===== src/hdl/dcp_pkg.sv =====
// ----------------------------------------------------------------------------
// Dichromat color projection package
// Shared fixed-point types, constants and arithmetic helpers.
// ----------------------------------------------------------------------------
package dcp_pkg;

    localparam int DCP_FRACTION_BITS = 15;
    localparam int DCP_IFRAC = 24;
    localparam int DCP_W = 32;
    localparam int DCP_DIV_STEPS = DCP_W - 1;
    localparam int DCP_DIV_LEAD = DCP_DIV_STEPS - DCP_IFRAC;
    localparam int DCP_CFG_W = 20;
    localparam int DCP_CFG_SHIFT = 8;
    localparam int DCP_ADDR_W = 4;
    localparam int DCP_CH_W = 16;
    localparam int DCP_OUT_W = 17;

    localparam logic [1:0] DCP_REG_CU = 2'd0;
    localparam logic [1:0] DCP_REG_CV = 2'd1;
    localparam logic [1:0] DCP_REG_SLOPE = 2'd2;
    localparam logic [1:0] DCP_REG_ICPT = 2'd3;

    localparam logic signed [DCP_CFG_W-1:0] DCP_CU_RESET = 20'sd48169;
    localparam logic signed [DCP_CFG_W-1:0] DCP_CV_RESET = 20'sd17367;
    localparam logic signed [DCP_CFG_W-1:0] DCP_SLOPE_RESET = 20'sd83458;
    localparam logic signed [DCP_CFG_W-1:0] DCP_ICPT_RESET = -20'sd4843;

    typedef logic signed [DCP_W-1:0] fx_t;

    localparam fx_t DCP_ONE = fx_t'(longint'(1) <<< DCP_IFRAC);
    localparam fx_t DCP_SAT_HI = 32'sh7FFF_FFFF;
    localparam fx_t DCP_SAT_LO = 32'sh8000_0000;

    function automatic longint cfx(input longint n);
        return (n * (longint'(1) <<< DCP_IFRAC)) / 1000000;
    endfunction

    localparam fx_t DCP_TO_XYZ [9] = '{
        fx_t'(cfx(430574)), fx_t'(cfx(341550)), fx_t'(cfx(178325)),
        fx_t'(cfx(222015)), fx_t'(cfx(706655)), fx_t'(cfx(71330)),
        fx_t'(cfx(20183)), fx_t'(cfx(129553)), fx_t'(cfx(939180))
    };
    localparam fx_t DCP_TO_RGB [9] = '{
        fx_t'(cfx(3063218)), fx_t'(cfx(-1393325)), fx_t'(cfx(-475802)),
        fx_t'(cfx(-969243)), fx_t'(cfx(1875966)), fx_t'(cfx(41555)),
        fx_t'(cfx(67871)), fx_t'(cfx(-228834)), fx_t'(cfx(1069251))
    };

    localparam longint DCP_WHITE_X = cfx(312713);
    localparam longint DCP_WHITE_Y = cfx(329016);
    localparam longint DCP_WHITE_Z = cfx(358271);
    localparam fx_t DCP_RATIO_X = fx_t'((DCP_WHITE_X <<< DCP_IFRAC) / DCP_WHITE_Y);
    localparam fx_t DCP_RATIO_Z = fx_t'((DCP_WHITE_Z <<< DCP_IFRAC) / DCP_WHITE_Y);

    function automatic fx_t sat32(input logic signed [63:0] x);
        fx_t r;
        if (x > 64'sd2147483647) begin
            r = DCP_SAT_HI;
        end else if (x < -64'sd2147483648) begin
            r = DCP_SAT_LO;
        end else begin
            r = x[DCP_W-1:0];
        end
        return r;
    endfunction

    function automatic fx_t add_sat(input fx_t a, input fx_t b);
        logic signed [63:0] wa;
        logic signed [63:0] wb;
        wa = a;
        wb = b;
        return sat32(wa + wb);
    endfunction

    function automatic fx_t sub_sat(input fx_t a, input fx_t b);
        logic signed [63:0] wa;
        logic signed [63:0] wb;
        wa = a;
        wb = b;
        return sat32(wa - wb);
    endfunction

    function automatic logic signed [63:0] mul_fx(input fx_t a, input fx_t b);
        logic signed [63:0] wa;
        logic signed [63:0] wb;
        wa = a;
        wb = b;
        return wa * wb;
    endfunction

    function automatic fx_t rnd_sat(input logic signed [63:0] p);
        logic signed [63:0] t;
        t = (p + (64'sd1 <<< (DCP_IFRAC - 1))) >>> DCP_IFRAC;
        return sat32(t);
    endfunction

    function automatic fx_t cfg_fx(input logic signed [DCP_CFG_W-1:0] r);
        return {{(DCP_W - DCP_CFG_W - DCP_CFG_SHIFT){r[DCP_CFG_W-1]}}, r,
                {DCP_CFG_SHIFT{1'b0}}};
    endfunction

endpackage


===== src/hdl/dcp_div.sv =====
// ----------------------------------------------------------------------------
// Dichromat color projection divider
// Pipelined signed fixed-point divider, one quotient bit per stage, with
// saturation, zero-divisor flag and a sideband that travels with each item.
// ----------------------------------------------------------------------------
module dcp_div #(
    parameter int LANES = 1,
    parameter int TAG_W = 1
) (
    input  logic clk,
    input  logic rst_n,
    input  logic en,
    input  logic in_valid,
    input  dcp_pkg::fx_t num [LANES],
    input  dcp_pkg::fx_t den [LANES],
    input  logic [TAG_W-1:0] in_tag,
    output logic out_valid,
    output dcp_pkg::fx_t quo [LANES],
    output logic [LANES-1:0] zero,
    output logic [TAG_W-1:0] out_tag
);
    import dcp_pkg::*;

    localparam int STEPS = DCP_DIV_STEPS;
    localparam int LEAD = DCP_DIV_LEAD;

    logic [STEPS+1:0] vld_reg;
    logic [TAG_W-1:0] tag_reg [STEPS+1];
    logic [DCP_W:0] rem_reg [STEPS+1][LANES];
    logic [DCP_W:0] dvs_reg [STEPS+1][LANES];
    logic [STEPS-1:0] low_reg [STEPS+1][LANES];
    logic [STEPS-1:0] quo_reg [STEPS+1][LANES];
    logic neg_reg [STEPS+1][LANES];
    logic zero_reg [STEPS+1][LANES];
    logic ovf_reg [STEPS+1][LANES];
    fx_t quo_out_reg [LANES];
    logic [LANES-1:0] zero_out_reg;
    logic [TAG_W-1:0] tag_out_reg;

    logic [DCP_W:0] ma [LANES];
    logic [DCP_W:0] mb [LANES];
    logic [DCP_W:0] trial [STEPS][LANES];
    logic fits [STEPS][LANES];

    always_comb
    begin
        for (int l = 0; l < LANES; l++)
        begin
            ma[l] = num[l][DCP_W-1] ? (33'd0 - {num[l][DCP_W-1], num[l]}) : {1'b0, num[l]};
            mb[l] = den[l][DCP_W-1] ? (33'd0 - {den[l][DCP_W-1], den[l]}) : {1'b0, den[l]};
        end
        for (int s = 0; s < STEPS; s++)
        begin
            for (int l = 0; l < LANES; l++)
            begin
                trial[s][l] = {rem_reg[s][l][DCP_W-1:0], low_reg[s][l][STEPS-1]};
                fits[s][l] = trial[s][l] >= dvs_reg[s][l];
            end
        end
    end

    always_ff @(posedge clk)
    begin
        if (en)
        begin
            tag_reg[0] <= in_tag;
            for (int l = 0; l < LANES; l++)
            begin
                rem_reg[0][l] <= 33'(ma[l] >> LEAD);
                dvs_reg[0][l] <= mb[l];
                low_reg[0][l] <= {ma[l][LEAD-1:0], {(STEPS - LEAD){1'b0}}};
                quo_reg[0][l] <= '0;
                neg_reg[0][l] <= num[l][DCP_W-1] ^ den[l][DCP_W-1];
                zero_reg[0][l] <= (den[l] == '0);
                ovf_reg[0][l] <= {{LEAD{1'b0}}, ma[l]} >= {mb[l], {LEAD{1'b0}}};
            end
            for (int s = 1; s <= STEPS; s++)
            begin
                tag_reg[s] <= tag_reg[s-1];
                for (int l = 0; l < LANES; l++)
                begin
                    rem_reg[s][l] <= fits[s-1][l] ? (trial[s-1][l] - dvs_reg[s-1][l])
                                                  : trial[s-1][l];
                    dvs_reg[s][l] <= dvs_reg[s-1][l];
                    low_reg[s][l] <= {low_reg[s-1][l][STEPS-2:0], 1'b0};
                    quo_reg[s][l] <= {quo_reg[s-1][l][STEPS-2:0], fits[s-1][l]};
                    neg_reg[s][l] <= neg_reg[s-1][l];
                    zero_reg[s][l] <= zero_reg[s-1][l];
                    ovf_reg[s][l] <= ovf_reg[s-1][l];
                end
            end
            tag_out_reg <= tag_reg[STEPS];
            for (int l = 0; l < LANES; l++)
            begin
                zero_out_reg[l] <= zero_reg[STEPS][l];
                if (zero_reg[STEPS][l])
                begin
                    quo_out_reg[l] <= '0;
                end
                else if (ovf_reg[STEPS][l])
                begin
                    quo_out_reg[l] <= neg_reg[STEPS][l] ? DCP_SAT_LO : DCP_SAT_HI;
                end
                else if (neg_reg[STEPS][l])
                begin
                    quo_out_reg[l] <= 32'd0 - {1'b0, quo_reg[STEPS][l]};
                end
                else
                begin
                    quo_out_reg[l] <= {1'b0, quo_reg[STEPS][l]};
                end
            end
        end
    end

    always_ff @(posedge clk or negedge rst_n)
    begin
        if (!rst_n)
        begin
            vld_reg <= '0;
        end
        else if (en)
        begin
            vld_reg <= {vld_reg[STEPS:0], in_valid};
        end
    end

    assign out_valid = vld_reg[STEPS+1];
    assign quo = quo_out_reg;
    assign zero = zero_out_reg;
    assign out_tag = tag_out_reg;

`ifndef SYNTHESIS
    a_rem_below_divisor: assert property (@(posedge clk) disable iff (!rst_n)
        vld_reg[STEPS] && !zero_reg[STEPS][0] && !ovf_reg[STEPS][0]
        |-> rem_reg[STEPS][0] < dvs_reg[STEPS][0])
        else $error("divider remainder not below divisor");
    a_stall_holds: assert property (@(posedge clk) disable iff (!rst_n)
        !en |=> $stable(vld_reg))
        else $error("divider valid chain moved while stalled");
`endif

endmodule


===== config.mk =====
export PLATFORM = sky130hd
export DESIGN_NAME = dcp_div
export DESIGN_NICKNAME = d
export VERILOG_FILES = /design/src/hdl/dcp_pkg.sv /design/src/hdl/dcp_div.sv
export SDC_FILE = /design/constraint.sdc
export NUM_CORES = 2
export LEC_CHECK = 0
export BUFFER_PORTS_ARGS = -buffer_cell sky130_fd_sc_hd__buf_2
export CORE_ASPECT_RATIO = 1.75
export CORE_MARGIN = 10
export CORE_UTILIZATION = 50
export DETAILED_ROUTE_END_ITERATION = 6
export PLACE_DENSITY = 0.72
export SLEW_MARGIN = 20
export SYNTH_ARGS = -nofsm -noshare
export SYNTH_HDL_FRONTEND = slang
export SYNTH_MEMORY_MAX_BITS = 65536
export SYNTH_SLANG_ARGS = --single-unit
export TNS_END_PERCENT = 1

===== constraint.sdc =====
create_clock -name clk -period 3.5 [get_ports clk]
set_input_delay 0.525 -clock clk [delete_from_list [all_inputs] [get_ports clk]]
set_output_delay 0.525 -clock clk [all_outputs]
set_load 0.05 [all_outputs]

# Yosys cells after proc, flatten, opt, wreduce, memory -nomap -nowiden
# Memory sizes are Yosys's and may differ from the RTL's. A register that Yosys moved wholly into a read port is not among the register bits.
# Cells that the tools add are included.
# word_totals
regBits,66
input_bits,69
mem_count,8
mem_bits_rw,4192
word_cells,117
out_inout_bits,35
# mem_list
name,words,word_bits,read_ports,rd_clocked_by_memory_dff,wr,line_no,rtl
dvs_reg,32,33,31,0,32,dcp_div.sv:30,logic [DCP_W:0] dvs_reg [STEPS+1][LANES];
rem_reg,32,33,31,0,32,dcp_div.sv:29,logic [DCP_W:0] rem_reg [STEPS+1][LANES];
quo_reg,32,31,32,0,32,dcp_div.sv:32,logic [STEPS-1:0] quo_reg [STEPS+1][LANES];
low_reg,32,30,31,0,32,dcp_div.sv:31,logic [STEPS-1:0] low_reg [STEPS+1][LANES];
neg_reg,32,1,32,0,32,dcp_div.sv:33,logic neg_reg [STEPS+1][LANES];
ovf_reg,32,1,32,0,32,dcp_div.sv:35,logic ovf_reg [STEPS+1][LANES];
+2 memories,-,-,-,-,-,-,
# classes
add_sub_neg,34
order_cmp,32
mux,38
n_reduce_logical,1
n_bitwise,1
# op_table
op,n
$mux W33,33
$ge A33 B33 Y1,31
$sub A33 B33 Y33,31
$mux W32,3
$sub A1 B32 Y33 const A,2
$ge A33 B40 Y1,1
$logic_not A32 Y1,1
$sub A1 B31 Y32 const A,1
$mux W1,2
$xor A1 B1 Y1,1

# Longest topological paths before layout
# An unclocked memory read counts as a cell.
# logic_depth
word_depth,4
mapped_depth,21
depth_no_buf,21

# Worst setup path after synthesis
# No wires, ideal clock.
# synth_path
path_kind,input to register
startpoint,input port num[4] in the netlist's numbering
endpoint,"memory ovf_reg[0][0] in the netlist's numbering, data pin"
arrival_ns,4.141
n_path_buf,1
setup_time_ns,0.268
path_stages,21
setup_slack_ns,-0.910
required_ns,3.232
cell_sequence,nor4_2 > inv_2 > nor3_2 > nand2_1 > or4_1 > or3_1 > or4_1 > buf_2 > o31ai_2 > xnor2_1 > ha_1 > a21o_1 > a21oi_1 > nor2b_1 > o21ai_0 > nand2b_1 > a21oi_1 > nor2b_1 > o21ai_0 > a31o_2 > o31ai_1
# synth_rtl
element,line_no,rtl
from (decl),dcp_div.sv:14,"input dcp_pkg::fx_t num [LANES],"
to (decl),dcp_div.sv:35,

==> flow_metrics.py <==
metrics = {
    "worst_setup_path": {
        "critPathMaxFanout": 3,
        "r2r-start": "dvs_reg[1][100]",
        "worstSetupPathType": "primary input to flop",
        "crit_top_cell": "nand2_1",
        "rr_endpoint": "rem_reg[1][151]",
        "crit_path_start_kind": "primary input",
        "crit_path_end_kind": "flop",
        "critPathSlowestCell": "or4_1",
        "slowest_delay_ns": 0.46,
        "r2r_slack_ns": -0.48,
        "cp.arrival_ns": 4.73,
        "crit_chain": "buf_2, nor4_4, inv_2, nor3_4, nand2_1, or2_2, o41ai_2, buf_4, nand2_1, xor2_1, ha_1, nand2_1, or3_4, or4_1, or4_1, nor2_1, buf_4, o21a_1, o21a_1, o21ai_1, nand2b_1, a2111oi_1, o31ai_1",
        "worstPathRequired_ns": 4.25,
        "reg2reg_depth": 16,
    },
    "hold_path": {
        "hold_path_end": "dvs_reg[0][25]",
        "min_from": "den[25]",
        "hold_path_class": "primary input to flop",
        "min_path_cells": 3,
    },
    "route": {
        "dr_total_vias": 106700,
        "routed_wl_um": 396900,
        "drc_errors": 2,
        "ant_nets": 0,
        "vias_per_cell": 5.616,
        "dr.pass1.iters": 7,
        "first_iter_violations": 4972,
        "routedWlPerCell_um": 20.88,
    },
    "logic_synthesis": {
        "postSynth.asyncResetShare": 0.01210,
        "seq_area_frac_synth": 0.5546,
        "synth_top_flop_cell": "edfxtp_1",
        "synth_cell_types": 106,
        "ys_warn_count": 0,
        "synth-seq-cells": 2728,
        "yosys-top-cells-count": "edfxtp_1, inv_1, ha_1",
        "synth-edff-count": 2695,
        "synth.area.top_cells": "edfxtp_1, ha_1, a21oi_1",
        "post-synth-top-area-cell": "edfxtp_1",
        "synth_most_common_cell": "edfxtp_1",
        "syn_inst": 12730,
        "synthesis.area_mm2": 0.1474,
        "synth.avg_cell_area_um2": 11.58,
        "synth_top_cell_area_share": 0.5490,
    },
    "global_routing": {
        "globalRouteOverflowTotal": 0,
        "first_global_vias": 116200,
        "grt_pass1_wl_um": 598300,
        "grt_max_degree": 172,
        "grt_util_all_layers": 0.2423,
        "antenna_found_initial": 11,
    },
    "floorplan": {
        "core_area_mm2": 0.2935,
        "ioPinCount": 104,
        "dieArea_mm2": 0.3178,
        "dieHeight_um": 738.3,
        "row_count": 263,
        "dieWidth_um": 430.5,
        "start_util": 0.5022,
    },
    "final_layout": {
        "fillCellCount": 22580,
        "fin_area_mm2": 0.1813,
        "multi_input_area_mm2": 0.06330,
        "final_nets": 16100,
        "largest_reg_flops": 1023,
        "postLayoutCoreUtil": 0.6175,
        "drive_gt1_frac": 0.2317,
        "layout.cells.non_filler": 19010,
        "area_growth_pct": 22.95,
        "seq_area_mm2": 0.08175,
    },
    "power": {
        "combPwrFrac": 0.508,
        "power.share.clock": 0.181,
        "cellInternalPower_w": 0.1001,
        "switching_share": 0.3707,
        "switching_power_w": 0.05898,
        "vdd_ir_drop_max_v": 0.0004825,
        "p_leak_nw": 77.21,
        "seq_power_share": 0.312,
        "powerDensity_mw_per_mm2": 877.8,
    },
    "status": {
        "status": "complete, but fails checks",
        "violations": "DRC, setup timing",
    },
    "timing": {
        "min_period_ns": 3.987,
        "setup_viol": 499,
        "fin_crit_sh": 1.139,
        "clock_skew_ns": 0.09466,
        "rsz0062_at_grt": "true",
        "slew_violations": 0,
        "setup_slack_ns": -0.4873,
        "fmax_mhz": 250.8,
        "hold_viol": 0,
        "relSlewSlack": 0.2560,
        "worst_pin_slew_ns": 1.104,
    },
    "clock_network": {
        "clk_pin_slew_ns": 0.06,
        "insertion_delay_ns": 0.93,
        "cts_tree": "done",
        "htreeDepth": 5,
        "cts-root-buf": "clkbuf_16",
        "clock_sinks": 2728,
        "cts-buffers-inserted": 269,
        "clock_path_buffers": 4,
    },
    "placed_design": {
        "gp_congestion": 0.9820,
        "dp.cells": 18440,
        "portBuffers": 103,
        "hpwlAfterDp_um": 300500,
        "place_area_mm2": 0.1679,
    },
    "job": {
        "cap_viol_max_count": 0,
    },
}
[cell type report]
| class | instances | area share |
|---|---|---|
| diodes | 10 | 0.0001381 |
| clock buffers | 343 | 0.04020 |
| clock inverters | 129 | 0.006254 |
| inverters | 1301 | 0.02696 |
| multi-input cells | 8413 | 0.3492 |
| flip-flops and latches | 2728 | 0.4511 |
| well taps | 3842 | 0.02652 |
| repair buffers | 2239 | 0.09965 |
[cells by family (layout without fill, tap and decap cells)]
group / after synthesis / count (layout) / share of synthesized area
other: 1 / 13 / 0.00002544
multiplexers: 384 / 384 / 0.02977
buffers and inverters: 1587 / 4012 / 0.04166
flip-flops: 2728 / 2728 / 0.5546
AO/OA/AOI/OAI: 3316 / 3316 / 0.1398
AND/OR/NAND/NOR: 2759 / 2759 / 0.08935
XOR/XNOR: 876 / 876 / 0.05205
adder cells (fa/ha/maj): 1075 / 1075 / 0.09277
[how the worst max path moves through the flow]
stage                    start         endpoint  cells past startpoint
6_report                num[3]    ovf_reg[0][0]                     23
5_1_grt                 num[3]    ovf_reg[0][0]                     23
4_1_cts        dvs_reg[1][331]  rem_reg[1][366]                     19
3_5_place_dp            num[3]    ovf_reg[0][0]                     21
3_3_place_gp            num[3]    ovf_reg[0][0]                     23
2_1_floorplan           num[3]    ovf_reg[0][0]                     21
[power groups by stage]
stage | Clock [W] | Combinational (W) | Sequential (W)
2_1_floorplan | 0 | 0.0448 | 0.0489
3_3_place_gp | 0 | 0.0712 | 0.0497
3_5_place_dp | 0 | 0.0731 | 0.0500
4_1_cts | 0.0292 | 0.0781 | 0.0494
5_1_grt | 0.0303 | 0.0873 | 0.0503
6_report | 0.0287 | 0.0808 | 0.0496
[per-layer routing]
metal | part of all wire | global-route usage
met5 | 0.000033 | 0
met4 | 0.15 | 0.2931
met3 | 0.029 | 0.03225
met2 | 0.58 | 0.5023
met1 | 0.25 | 0.1518
[per-stage QoR]
stage	setup TNS, ns	hold WS, ns	total power, W	setup slack, ns
6_report	-77.76	0.02349	0.1591	-0.4873
5_1_grt	-142.35	0.009710	0.1679	-0.7833
4_1_cts	-97.34	0.004073	0.1567	-0.4892
3_5_place_dp	-434.56	0.4045	0.1231	-1.535
3_3_place_gp	-382.06	0.4001	0.1209	-1.618
2_1_floorplan	-0.8542	0.2294	0.09373	-0.8542
[critical path, delay by kind of cell]
family,cells,cell delay (ns)
AOI/OAI and AO/OA,6,0.81
xor gates and xnor gates,1,0.15
adders and majority gates,1,0.28
buffers and inverters,4,0.52
and+or+nand+nor,11,2.41
[placed cells by master (no fill, tap or decap), types with 57 or more instances in the layout]
master	synthesis	routed
a21o_1	518	516
a21oi_1	1008	934
a31oi_1	93	73
and3_1	88	82
buf_12	0	77
buf_2	63	102
buf_4	8	1980
clkbuf_1	200	61
clkbuf_16	0	285
edfxtp_1	2695	2695
ha_1	1045	1003
inv_1	1298	1279
mux2_2	295	232
mux2_4	25	99
nand2_1	912	901
nand2b_1	203	200
nand3_1	203	193
nand4_1	137	137
nor2_1	645	611
nor2b_1	171	157
nor3_1	137	128
o21a_1	140	133
o21ai_0	850	706
o21ai_1	64	138
o21ai_2	4	57
o21bai_1	102	95
xnor2_1	510	509
xor2_1	366	366
[what timing repair did]
item / CTS / global route
setup buffers: 46 / 18
gates cloned: 12 / 2
hold endpoints to repair: 52 / 0
pin swaps: 124 / 120
setup endpoints to repair: 943 / 928
hold buffers: 16 / 0
resized for setup: 515 / 398
Note: power is estimated with default switching activity, not from simulation.
